### src/design/srmp_pkg.sv
package srmp_pkg;

    // Tick rate in ticks per second, and the motion limits.
    localparam int unsigned TICK_RATE      = 1000;
    localparam int unsigned POSITION_LIMIT = 20000;
    localparam int unsigned SPEED_LIMIT    = 300;
    localparam int unsigned STOP_SPEED     = 5;
    localparam int unsigned HOMING_WINDOW  = 5;

    // The constant divider takes a magnitude below 2^17. It covers
    // remainder + acceleration and remainder + velocity.
    localparam int DIV_IN_W  = 17;
    localparam int REM_W     = 16;
    localparam int MULT_W    = DIV_IN_W + 2;

    typedef enum logic [1:0] {
        OP_TICK        = 2'd0,
        OP_SET_TARGET  = 2'd1,
        OP_SET_CURRENT = 2'd2
    } op_t;

    typedef enum logic [2:0] {
        MODE_IDLE     = 3'b001,
        MODE_MOVING   = 3'b010,
        MODE_STOPPING = 3'b100
    } mode_t;

    localparam logic [1:0] MSTATE_IDLE     = 2'd0;
    localparam logic [1:0] MSTATE_MOVING   = 2'd1;
    localparam logic [1:0] MSTATE_STOPPING = 2'd2;

    localparam logic signed [1:0] STEP_NONE = 2'sb00;
    localparam logic signed [1:0] STEP_FWD  = 2'sb01;
    localparam logic signed [1:0] STEP_REV  = 2'sb11;

endpackage

### src/design/srmp_cdiv.sv
module srmp_cdiv
    import srmp_pkg::*;
#(
    parameter int unsigned DIVISOR = TICK_RATE
)
(
    input  logic [DIV_IN_W-1:0] dividend,
    output logic [DIV_IN_W-1:0] quotient,
    output logic [REM_W-1:0]    remainder
);

    // Rounded-up reciprocal. With this shift the quotient is exact for every
    // dividend below 2^DIV_IN_W.
    localparam int DIV_SHIFT = DIV_IN_W + $clog2(DIVISOR);
    localparam logic [MULT_W-1:0] DIV_MULT =
        MULT_W'(((64'd1 << DIV_SHIFT) + 64'(DIVISOR) - 64'd1) / 64'(DIVISOR));

    // Quotient by multiplication with the reciprocal, then the remainder by
    // multiplying back with the constant divisor.
    logic [DIV_IN_W+MULT_W-1:0] prod;
    logic [DIV_IN_W+REM_W-1:0]  back;

    assign prod      = {{MULT_W{1'b0}}, dividend} * {{DIV_IN_W{1'b0}}, DIV_MULT};
    assign quotient  = DIV_IN_W'(prod >> DIV_SHIFT);
    assign back      = {{REM_W{1'b0}}, quotient} * (DIV_IN_W + REM_W)'(DIVISOR);
    assign remainder = REM_W'(dividend - DIV_IN_W'(back));

endmodule

### src/design/stepper_ramp_controller.sv
// Channel   Direction  Handshake          Payload
// s_        in         s_valid / s_ready  operation, position, velocity, acceleration
// m_        out        m_valid / m_ready  accepted, motion_state, forward, step_rate,
//                                         pwm_on, step_taken, ramp_position, ramp_velocity
//
// A request is captured in the input register and its result is loaded from there
// into the output register, where m_valid marks it. One request per cycle is
// sustained while m_ready stays high. Reset (aresetn low at a clock edge) empties
// both registers and leaves the controller idle at position zero. A stalled output
// holds its result; the input side still moves in a cycle where that result is
// taken.
module stepper_ramp_controller
    import srmp_pkg::*;
#(
    parameter int unsigned TICK_RATE      = srmp_pkg::TICK_RATE,
    parameter int unsigned POSITION_LIMIT = srmp_pkg::POSITION_LIMIT,
    parameter int unsigned SPEED_LIMIT    = srmp_pkg::SPEED_LIMIT
)
(
    input  logic               aclk,
    input  logic               aresetn,

    input  logic               s_valid,
    output logic               s_ready,
    input  logic [1:0]         s_operation,
    input  logic signed [31:0] s_position,
    input  logic signed [15:0] s_velocity,
    input  logic [15:0]        s_acceleration,

    output logic               m_valid,
    input  logic               m_ready,
    output logic               m_accepted,
    output logic [1:0]         m_motion_state,
    output logic               m_forward,
    output logic [15:0]        m_step_rate,
    output logic               m_pwm_on,
    output logic signed [1:0]  m_step_taken,
    output logic signed [31:0] m_ramp_position,
    output logic signed [15:0] m_ramp_velocity
);

    // Input register.
    logic               in_vld_reg;
    logic [1:0]         op_reg;
    logic signed [31:0] pos_reg;
    logic signed [15:0] vel_reg;
    logic [15:0]        acc_reg;

    // Controller state.
    mode_t              mode_reg, mode_next;
    logic signed [31:0] goal_pos_reg, goal_pos_next;
    logic signed [15:0] goal_vel_reg, goal_vel_next;
    logic [15:0]        goal_acc_reg, goal_acc_next;
    logic signed [31:0] now_pos_reg, now_pos_next;
    logic signed [15:0] now_vel_reg, now_vel_next;
    logic [REM_W-1:0]   vel_rem_reg, vel_rem_next;
    logic signed [REM_W:0] pos_rem_reg, pos_rem_next;
    logic signed [31:0] brake_reg, brake_next;
    logic               pulse_reg, pulse_next;

    // Output register.
    logic               m_valid_reg;
    logic               acc_ok_reg;
    logic [1:0]         mstate_reg;
    logic               fwd_reg;
    logic [15:0]        rate_reg;
    logic               pwm_reg;
    logic signed [1:0]  step_reg, step_next;
    logic signed [31:0] rpos_reg;
    logic signed [15:0] rvel_reg;

    logic fire;
    logic accepted_next;

    // Request handshake: the input register frees itself whenever its
    // request moves into the output register.
    assign fire    = in_vld_reg && (!m_valid_reg || m_ready);
    assign s_ready = !in_vld_reg || fire;

    // Distance left in the direction of travel, braking comparisons.
    logic signed [33:0] dist_raw, dist_left, brake_bias, brake_one;
    logic               has_acc, goal_ahead;

    always_comb begin
        dist_raw = 34'(goal_pos_reg) - 34'(now_pos_reg);
        if (now_vel_reg < 0 || (now_vel_reg == 0 && dist_raw < 0)) begin
            dist_left = -dist_raw;
        end else begin
            dist_left = dist_raw;
        end
        has_acc    = goal_acc_reg != '0;
        goal_ahead = goal_pos_reg > now_pos_reg;
        brake_one  = 34'(brake_reg) + 34'sd1;
        brake_bias = has_acc ? brake_one : 34'(brake_reg);
    end

    // State rule of a tick.
    mode_t              tick_mode;
    logic signed [15:0] tick_gv, tick_vel;
    logic               tick_pulse;
    logic signed [16:0] vel_abs_now;

    always_comb begin
        tick_mode   = mode_reg;
        tick_gv     = goal_vel_reg;
        tick_vel    = now_vel_reg;
        tick_pulse  = pulse_reg;
        vel_abs_now = (now_vel_reg < 0) ? -17'(now_vel_reg) : 17'(now_vel_reg);
        case (mode_reg)
            MODE_IDLE: begin
                if (now_pos_reg != goal_pos_reg) begin
                    tick_mode  = MODE_MOVING;
                    tick_pulse = 1'b1;
                    if (!has_acc) begin
                        tick_vel = goal_vel_reg;
                    end
                end
            end
            MODE_MOVING: begin
                if (brake_bias >= dist_left) begin
                    tick_gv = '0;
                    if (has_acc) begin
                        tick_mode = MODE_STOPPING;
                    end else begin
                        tick_pulse = 1'b0;
                        tick_vel   = '0;
                        tick_mode  = MODE_IDLE;
                    end
                end else begin
                    tick_gv = goal_ahead ? 16'(SPEED_LIMIT) : -16'(SPEED_LIMIT);
                end
            end
            MODE_STOPPING: begin
                if (dist_left != 0) begin
                    if (now_vel_reg != 0) begin
                        if (brake_one < dist_left) begin
                            tick_mode = MODE_MOVING;
                        end
                    end else if (dist_left <= 34'(HOMING_WINDOW)) begin
                        tick_gv = goal_ahead ? 16'(STOP_SPEED) : -16'(STOP_SPEED);
                    end else begin
                        tick_mode = MODE_IDLE;
                    end
                end else if (vel_abs_now <= 17'(STOP_SPEED)) begin
                    tick_vel   = '0;
                    tick_gv    = '0;
                    tick_mode  = MODE_IDLE;
                    tick_pulse = 1'b0;
                end
            end
            default: begin
                tick_mode = mode_reg;
            end
        endcase
    end

    // Velocity ramp: the acceleration accumulates in a remainder and the
    // whole quotient by the tick rate is the velocity change.
    logic [DIV_IN_W-1:0] vr_sum, dv_q;
    logic [REM_W-1:0]    vr_rem;
    logic signed [18:0]  vel1_w, gv1_w, dv_w, n_up, n_dn;
    logic signed [15:0]  ramp_vel;
    logic [REM_W-1:0]    ramp_vr;

    assign vr_sum = DIV_IN_W'(vel_rem_reg) + DIV_IN_W'(goal_acc_reg);

    srmp_cdiv #(
        .DIVISOR   (TICK_RATE)
    ) u_vel_div (
        .dividend  (vr_sum),
        .quotient  (dv_q),
        .remainder (vr_rem)
    );

    always_comb begin
        vel1_w = 19'(tick_vel);
        gv1_w  = 19'(tick_gv);
        dv_w   = $signed({2'b00, dv_q});
        n_up   = vel1_w + dv_w;
        n_dn   = vel1_w - dv_w;
        if (!has_acc) begin
            ramp_vel = tick_gv;
            ramp_vr  = '0;
        end else begin
            ramp_vr = vr_rem;
            if (vel1_w < gv1_w) begin
                ramp_vel = (n_up < gv1_w) ? 16'(n_up) : tick_gv;
            end else if (vel1_w > gv1_w) begin
                ramp_vel = (n_dn > gv1_w) ? 16'(n_dn) : tick_gv;
            end else begin
                ramp_vel = tick_vel;
            end
        end
    end

    // Position accumulator: one step whenever the accumulated velocity
    // reaches a whole tick period, truncating toward zero.
    logic signed [17:0]    ps_sum;
    logic [DIV_IN_W-1:0]   ps_mag, dx_q;
    logic [REM_W-1:0]      ps_rem;
    logic signed [REM_W:0] ramp_pr;
    logic                  step_any;
    logic signed [16:0]    av_abs, at_abs;
    logic signed [31:0]    ramp_pos, ramp_brake;
    logic signed [1:0]     ramp_step;

    always_comb begin
        ps_sum = 18'(pos_rem_reg) + 18'(ramp_vel);
        ps_mag = (ps_sum < 0) ? DIV_IN_W'(-ps_sum) : DIV_IN_W'(ps_sum);
    end

    srmp_cdiv #(
        .DIVISOR   (TICK_RATE)
    ) u_pos_div (
        .dividend  (ps_mag),
        .quotient  (dx_q),
        .remainder (ps_rem)
    );

    always_comb begin
        ramp_pr    = (ps_sum < 0) ? -$signed({1'b0, ps_rem}) : $signed({1'b0, ps_rem});
        step_any   = dx_q != '0;
        av_abs     = (ramp_vel < 0) ? -17'(ramp_vel) : 17'(ramp_vel);
        at_abs     = (tick_gv < 0) ? -17'(tick_gv) : 17'(tick_gv);
        ramp_pos   = now_pos_reg;
        ramp_brake = brake_reg;
        ramp_step  = STEP_NONE;
        if (step_any) begin
            ramp_step = (ps_sum < 0) ? STEP_REV : STEP_FWD;
            ramp_pos  = (ps_sum < 0) ? now_pos_reg - 32'sd1 : now_pos_reg + 32'sd1;
            if (tick_vel != tick_gv) begin
                ramp_brake = (av_abs < at_abs) ? brake_reg + 32'sd1 : brake_reg - 32'sd1;
            end
        end
    end

    // Request decode and next state.
    logic signed [16:0] req_vel_abs;

    always_comb begin
        mode_next     = mode_reg;
        goal_pos_next = goal_pos_reg;
        goal_vel_next = goal_vel_reg;
        goal_acc_next = goal_acc_reg;
        now_pos_next  = now_pos_reg;
        now_vel_next  = now_vel_reg;
        vel_rem_next  = vel_rem_reg;
        pos_rem_next  = pos_rem_reg;
        brake_next    = brake_reg;
        pulse_next    = pulse_reg;
        accepted_next = 1'b1;
        step_next     = STEP_NONE;
        req_vel_abs   = (vel_reg < 0) ? -17'(vel_reg) : 17'(vel_reg);
        case (op_t'(op_reg))
            OP_TICK: begin
                mode_next     = tick_mode;
                goal_vel_next = tick_gv;
                pulse_next    = tick_pulse;
                now_vel_next  = ramp_vel;
                vel_rem_next  = ramp_vr;
                pos_rem_next  = ramp_pr;
                now_pos_next  = ramp_pos;
                brake_next    = ramp_brake;
                step_next     = ramp_step;
            end
            OP_SET_TARGET: begin
                if (req_vel_abs <= 17'(SPEED_LIMIT) && pos_reg >= 0
                        && pos_reg <= 32'(POSITION_LIMIT)) begin
                    goal_pos_next = pos_reg;
                    goal_vel_next = vel_reg;
                    goal_acc_next = acc_reg;
                end else begin
                    accepted_next = 1'b0;
                end
            end
            OP_SET_CURRENT: begin
                now_pos_next = pos_reg;
                now_vel_next = vel_reg;
            end
            default: begin
                accepted_next = 1'b1;
            end
        endcase
    end

    logic [1:0]         mstate_next;
    logic [15:0]        rate_next;

    always_comb begin
        case (mode_next)
            MODE_IDLE:     mstate_next = MSTATE_IDLE;
            MODE_MOVING:   mstate_next = MSTATE_MOVING;
            MODE_STOPPING: mstate_next = MSTATE_STOPPING;
            default:       mstate_next = MSTATE_IDLE;
        endcase
        rate_next = (now_vel_next < 0) ? 16'(-17'(now_vel_next)) : 16'(now_vel_next);
    end

    // Control registers.
    always_ff @(posedge aclk) begin
        if (!aresetn) begin
            in_vld_reg   <= 1'b0;
            m_valid_reg  <= 1'b0;
            mode_reg     <= MODE_IDLE;
            goal_pos_reg <= '0;
            goal_vel_reg <= '0;
            goal_acc_reg <= '0;
            now_pos_reg  <= '0;
            now_vel_reg  <= '0;
            vel_rem_reg  <= '0;
            pos_rem_reg  <= '0;
            brake_reg    <= '0;
            pulse_reg    <= 1'b0;
        end else begin
            if (s_ready) begin
                in_vld_reg <= s_valid;
            end
            if (fire) begin
                m_valid_reg  <= 1'b1;
                mode_reg     <= mode_next;
                goal_pos_reg <= goal_pos_next;
                goal_vel_reg <= goal_vel_next;
                goal_acc_reg <= goal_acc_next;
                now_pos_reg  <= now_pos_next;
                now_vel_reg  <= now_vel_next;
                vel_rem_reg  <= vel_rem_next;
                pos_rem_reg  <= pos_rem_next;
                brake_reg    <= brake_next;
                pulse_reg    <= pulse_next;
            end else if (m_ready) begin
                m_valid_reg <= 1'b0;
            end
        end
    end

    // Payload registers.
    always_ff @(posedge aclk) begin
        if (s_ready && s_valid) begin
            op_reg  <= s_operation;
            pos_reg <= s_position;
            vel_reg <= s_velocity;
            acc_reg <= s_acceleration;
        end
        if (fire) begin
            acc_ok_reg <= accepted_next;
            mstate_reg <= mstate_next;
            fwd_reg    <= now_vel_next > 0;
            rate_reg   <= rate_next;
            pwm_reg    <= pulse_next;
            step_reg   <= step_next;
            rpos_reg   <= now_pos_next;
            rvel_reg   <= now_vel_next;
        end
    end

    assign m_valid         = m_valid_reg;
    assign m_accepted      = acc_ok_reg;
    assign m_motion_state  = mstate_reg;
    assign m_forward       = fwd_reg;
    assign m_step_rate     = rate_reg;
    assign m_pwm_on        = pwm_reg;
    assign m_step_taken    = step_reg;
    assign m_ramp_position = rpos_reg;
    assign m_ramp_velocity = rvel_reg;

endmodule
### config.mk
export PLATFORM = sky130hd
export DESIGN_NAME = stepper_ramp_controller
export DESIGN_NICKNAME = d
export VERILOG_FILES = /design/src/design/srmp_pkg.sv /design/src/design/srmp_cdiv.sv /design/src/design/stepper_ramp_controller.sv
export SDC_FILE = /design/constraint.sdc
export NUM_CORES = 2
export LEC_CHECK = 0
export BUFFER_PORTS_ARGS = -buffer_cell sky130_fd_sc_hd__buf_4
export CORE_MARGIN = 4
export CORE_UTILIZATION = 50
export DETAILED_ROUTE_END_ITERATION = 10
export PLACE_DENSITY = 0.69
export SLEW_MARGIN = 20
export SYNTH_ARGS = -nofsm -noshare
export SYNTH_HDL_FRONTEND = slang
export SYNTH_SLANG_ARGS = --single-unit
### constraint.sdc
create_clock -name aclk -period 24.9 [get_ports aclk]
set_input_delay 2.49 -clock aclk [delete_from_list [all_inputs] [get_ports aclk]]
set_output_delay 2.49 -clock aclk [all_outputs]
set_load 0.005 [all_outputs]
Word-level counts from Yosys, hierarchy flattened
Cells that the tools add are included.
Storage, ports and cells
  logic and storage cells: 161
  flip-flop bits (word level): 320
Operators by class
  eq/ne operators: 10
  muxes and demuxes: 59
  $lt $le $gt $ge: 21
  multipliers: 4
  reductions and logical operators: 23
  add/sub/neg operators: 20
Operators with widths (count)
  $mux W16: 21
  $mux W17: 6
  $mux W32: 3
  $pmux W16 S2: 3
  $neg A16 Y17: 5
  $lt A16 B1 Y1 const B: 5
  $mul A17 B17 Y34 const B: 2
  $mux W34: 2
  $add A32 B2 Y32 const B: 2
  $pmux W32 S2: 1
  $sub A32 B2 Y32 const B: 2
  $pmux W16 S3: 1
  $ge A34 B34 Y1: 1
  $le A34 B3 Y1 const B: 1
  $lt A33 B34 Y1: 1
  $neg A33 Y34: 1
  $reduce_bool A34 Y1: 1
  $add A32 B2 Y33 const B: 1
  $lt A33 B1 Y1 const B: 1
  $sub A32 B32 Y33: 1
  $ge A32 B1 Y1 const B: 1
  $gt A32 B32 Y1: 1
  $le A32 B15 Y1 const B: 1
  $logic_not A32 Y1: 1
  42 further kinds: 72

Depth between registers and ports, before layout
  word-level depth: 23
  mapped depth: 136
  mapped depth without buffers: 135

Cells and area by module
Synthesis repeated with hierarchy kept, for this count alone.
Second synthesis, totals
  cells, all modules: 4734
  area total of the unflattened synthesis: 39336.5 µm²
By module, submodules not included
  stepper_ramp_controller: times used 1, cells an instance 3585, area an instance 28648.7 µm²
  srmp_cdiv at u_vel_div: times used 1, cells an instance 569, area an instance 5350.1 µm²
  srmp_cdiv at u_pos_div: times used 1, cells an instance 580, area an instance 5337.6 µm²

Worst setup path after synthesis
Ideal clock, no wire load.
  kind: register -> register
  from: register goal_acc_reg[1]
  to: register pos_rem_reg[16]
  setup time: 0.132 ns
  path slack: -1.000 ns
  arrival time: 25.768 ns
  path buffers: 2
  stages on the path, launching flop included: 124
  clock period less this slack: 25.900 ns
  path through: dfxtp_1 -> ha_1 -> a21o_1 -> a21oi_1 -> o21bai_1 -> a21oi_1 -> o21bai_1 -> a21oi_1 -> nor2b_1 -> nor2_1 -> nor2_1 -> o21ai_0 -> nand2b_1 -> a21oi_1 -> o21bai_1 -> a21oi_1 -> o21bai_1 -> a21oi_1 -> [88 not listed] -> ha_1 -> ha_1 -> inv_1 -> fa_1 -> fa_1 -> inv_1 -> ha_1 -> xor2_1 -> ha_1 -> a21oi_1 -> a21bo_2 -> maj3_1 -> maj3_1 -> xnor2_1 -> nand3b_1 -> or4_1 -> o211ai_1 -> a21oi_1
On the way
  longest elaborated chain between the ends: 19
  elaborated cells between the ends (all ways): 32
Ends and longest elaborated chain
  start: declaration: RTL line stepper_ramp_controller.sv:53  | logic [15:0] goal_acc_reg, goal_acc_next;
  start signal: assignment: RTL line stepper_ramp_controller.sv:323  | goal_acc_reg <= goal_acc_next;
  parallel branches: the longest is 10 deep, another holds $mul A17 B17 Y34
  $mux W16 *: RTL line stepper_ramp_controller.sv:181  | if (!has_acc) begin
  $add A17 B16 Y18 *: RTL line stepper_ramp_controller.sv:208  | ps_sum = 18'(pos_rem_reg) + 18'(ramp_vel);
  via ps_sum[17]: RTL line stepper_ramp_controller.sv:198  | logic signed [17:0] ps_sum;
  $lt A18 B1 Y1 *: RTL line stepper_ramp_controller.sv:209, stepper_ramp_controller.sv:221
  $mux W17: RTL line stepper_ramp_controller.sv:209  | ps_mag = (ps_sum < 0) ? DIV_IN_W'(-ps_sum) : DIV_IN_W'(ps_sum);
  $mul A17 B17 Y34: RTL line srmp_cdiv.sv:23  | assign prod = {{MULT_W{1'b0}}, dividend} * {{DIV_IN_W{1'b0}}, DIV_MULT};
  $mul A8 B7 Y13: RTL line srmp_cdiv.sv:25  | assign back = {{REM_W{1'b0}}, quotient} * (DIV_IN_W + REM_W)'(DIVISOR);
  $sub A16 B16 Y16: RTL line srmp_cdiv.sv:26  | assign remainder = REM_W'(dividend - DIV_IN_W'(back));
  $neg A16 Y17: RTL line stepper_ramp_controller.sv:221  | ramp_pr = (ps_sum < 0) ? -$signed({1'b0, ps_rem}) : $signed({1'b0, ps_rem});
  $mux W17 *: RTL line stepper_ramp_controller.sv:221
  end signal: assignment: RTL line stepper_ramp_controller.sv:327  | pos_rem_reg <= pos_rem_next;
  end: declaration: RTL line stepper_ramp_controller.sv:57  | logic signed [REM_W:0] pos_rem_reg, pos_rem_next;
Mark *: on every way through the listed nets, which the timed path passes.
A chain may end at the register's enable or synchronous reset.

Worst setup path after layout
  from: register goal_acc_reg[0]
  to: register pos_rem_reg[16]
On the way
  longest elaborated chain between the ends: 19
  elaborated cells between the ends (all ways): 32
Ends and longest elaborated chain (RTL line)
  parallel branches: the longest is 10 deep, another holds $mul A17 B17 Y34
  $mux W16 *: stepper_ramp_controller.sv:181
  $add A17 B16 Y18 *: stepper_ramp_controller.sv:208
  $neg A17 Y17 / $lt A18 B1 Y1 (equally long branches): stepper_ramp_controller.sv:209, stepper_ramp_controller.sv:221
  $mux W17: stepper_ramp_controller.sv:209
  $mul A17 B17 Y34: srmp_cdiv.sv:23
  $mul A8 B7 Y13: srmp_cdiv.sv:25
  $sub A16 B16 Y16: srmp_cdiv.sv:26
  $neg A16 Y17: stepper_ramp_controller.sv:221
  $mux W17 *: stepper_ramp_controller.sv:221
Every way passes the cells marked *.

==> impl_metrics.ini <==
[yosys]
synth_top_family_by_area = adder cells
synth_area_leader_cell = ha_1
synthMuxAreaShare = 0.0142
synth_edf_count = 136
yosysSeqAreaShare = 0.202
synth_simple_gate_area_share = 0.170
synth_cells = 4528
syn_nets = 5364
ys_warn_count = 0
synth_top_area_frac = 0.207
synth_area_leaders = ha_1, edfxtp_1, dfxtp_1
synthFlopType = dfxtp_1
synth_compound_area_frac = 0.190
ys_seq_elements = 319
synthAdderAreaFrac = 0.278
syn_area_per_cell_um2 = 8.45
synth_area_um2 = 38300
async_reset_ff_frac = 0
yosysUniqueCellTypes = 127
synth-xor-area-share = 0.0806

[sta]
max_freq_mhz = 41.6
period_share = 0.965
tns_ns = 0
finalSetupViolations = 0
relSlewSlack = 0.207
skew_ns = 0.0366
period_needed_ns = 24.03
hold_viol = 0
setup_slack_ns = 0.875
tightest_slew_ns = 1.18
maxSlewViolCount = 0

[worst_setup_path]
cp-end-kind = flop
cp_top_family = adder cells
worst-path-stages = 122
cpPeakStageDelay_ns = 0.53
crit_fanout = 9
reg2reg_to = pos_rem_reg[16]
r2r_cells = 122
cp.required_ns = 25.33
critPathKind = flop to flop
timing.rr.start = goal_acc_reg[0]
path_buf_inv = 15
setup.worst_path.start = goal_acc_reg[0]
cp-start-kind = flop
crit_arrival_ns = 24.46
rrSetupSlack_ns = 0.87
critPathCapture = pos_rem_reg[16]
critPathSlowestCell = fa_1

[outcome]
outcome = finished clean

[drt]
wl_per_cell_um = 19.5
final_antenna_net_count = 0
num_vias = 34200
drt_iter0_drc = 2785
dr.pass1.iters = 8
drc = 0
viasPerCell = 5.85
routed_wl_mm = 114

[power]
p_total_uw = 2990
power_density_nw_per_um2 = 68.1
ir_drop_uv = 110
leakage_uw = 0.0211

[die]
dieArea_um2 = 81100
design.core.area_um2 = 75900
die-width_um = 285
die_h_um = 285
start_util = 0.504
ioPinCount = 143
rows = 101

[cts]
clkLatencyLatePin_ns = 0.60
cts_buffers = 38
ctsHoldBuffers = 0
cts_tree = yes
clkTransAtPathRegs_ns = 0.06
h-tree-depth = 2
clk_root_buffer_cell = clkbuf_16
cts_buffer_depth = 3
cts_sinks = 319

[global_route]
grt_max_degree = 70
grt.overflow.total = 0
grt_pass1_vias = 33000
grt_util_all_layers = 0.272
antenna_found_initial = 1
grt_first_pass_wirelength_mm = 179

[worst_hold_path]
hold_depth = 2
hp-class = flop to flop

[place]
place_ws_ns = -0.387
io_buffers = 142
hpwl_mm = 90.2
place_congestion = 1.13

[final_layout]
n_fill_cell = 6897
seqCellArea_um2 = 7750
syn_to_final_growth_pct = 14.6
multi_input_area_um2 = 28900
layout_common_cells = ha_1, inv_1, nor2_1
drive_gt1_frac = 0.144
final_common_cell = ha_1
fin_nets = 5624

[job]
drv_cap = 0
through the flow:
step	instances	area (µm²)	hold slack (ns)	util
after global placement	5750	41600	0.446	0.548
after global routing	5845	43900	0.487	0.578
after floorplan	4528	38300	0.436	-
after detailed placement	5750	41600	0.449	0.548
final	5846	43900	0.456	0.578
after CTS	5820	43000	0.457	0.566
tightest hold or removal path: cells and delay by family (launching register included):
kind               cells  cell delay, ns
AOI/OAI and AO/OA      1            0.05
and+or+nand+nor        1            0.05
DFF                    1            0.31
cell families (layout without fill, tap and decap cells):
logic type / after synthesis / after routing
AND/OR/NAND/NOR: 1320 / 1320
AO/OA/AOI/OAI: 1064 / 1064
adder cells (fa/ha/maj): 770 / 770
buffers and inverters: 649 / 936
XOR/XNOR: 350 / 350
flip-flops: 319 / 319
multiplexers: 54 / 54
other: 2 / 3
cell usage after synthesis (all sizes together) (9+ instances only):
cell / count
nand4: 48
a2111oi: 9
o41ai: 9
nand2: 277
a21boi: 11
o21ai: 171
nor2b: 36
fa: 133
o2111ai: 9
nor4: 46
clkbuf: 119
nor2: 427
a221oi: 13
dfxtp: 183
nand3: 108
xnor2: 246
a211oi: 65
xor2: 103
inv: 493
o211a: 10
o211ai: 23
nor4b: 15
o31a: 16
a21o: 107
a21oi: 317
nor3: 104
nor3b: 11
o21a: 33
or4: 13
nand2b: 47
a31oi: 26
and3: 40
mux2i: 51
a22oi: 33
o31ai: 21
or3: 35
o21bai: 46
edfxtp: 136
buf: 36
or2: 23
and2: 57
ha: 633
o22ai: 38
a211o: 13
power breakdown:
part           switching, µW  leakage (µW)  internal, µW
registers               26.0       0.00279           578
clock network            247      0.000625           331
logic                   1030        0.0177           777
total                   1300        0.0211          1690
worst min-delay path by stage:
stage          slack (ns)                to             start
4_1_cts              0.46    vel_rem_reg[0]    vel_rem_reg[0]
5_1_grt              0.49  goal_pos_reg[25]  goal_pos_reg[25]
3_3_place_gp         0.45    vel_rem_reg[0]    vel_rem_reg[0]
3_5_place_dp         0.45    vel_rem_reg[0]    vel_rem_reg[0]
2_1_floorplan        0.44    vel_rem_reg[4]    vel_rem_reg[4]
6_report             0.46    vel_rem_reg[5]    vel_rem_reg[5]
timing repair:
action | CTS | global route
setup buffers | 3 | 25
setup endpoints to repair | 6 | 46
resized for setup | 18 | 151
pin swaps | 3 | 109
final cells by class:
class                      count  area share
antenna                        1   0.0000570
clock buffer                  48      0.0235
clock inverter                19     0.00599
inverter                     494      0.0424
multi-input combinational   3560       0.658
sequential                   319       0.177
tap                         1030      0.0294
timing repair buffer         375      0.0645
metal layers:
metal / vias up / wire (µm) / track usage
met5: - / 0 / 0
met4: 0 / 5000 / 0.105
met3: 253 / 6730 / 0.0338
met2: 1098 / 54900 / 0.476
met1: 16200 / 47500 / 0.342
li1: 16600 / - / -
No activity file was read; power rests on OpenSTA's default activity.
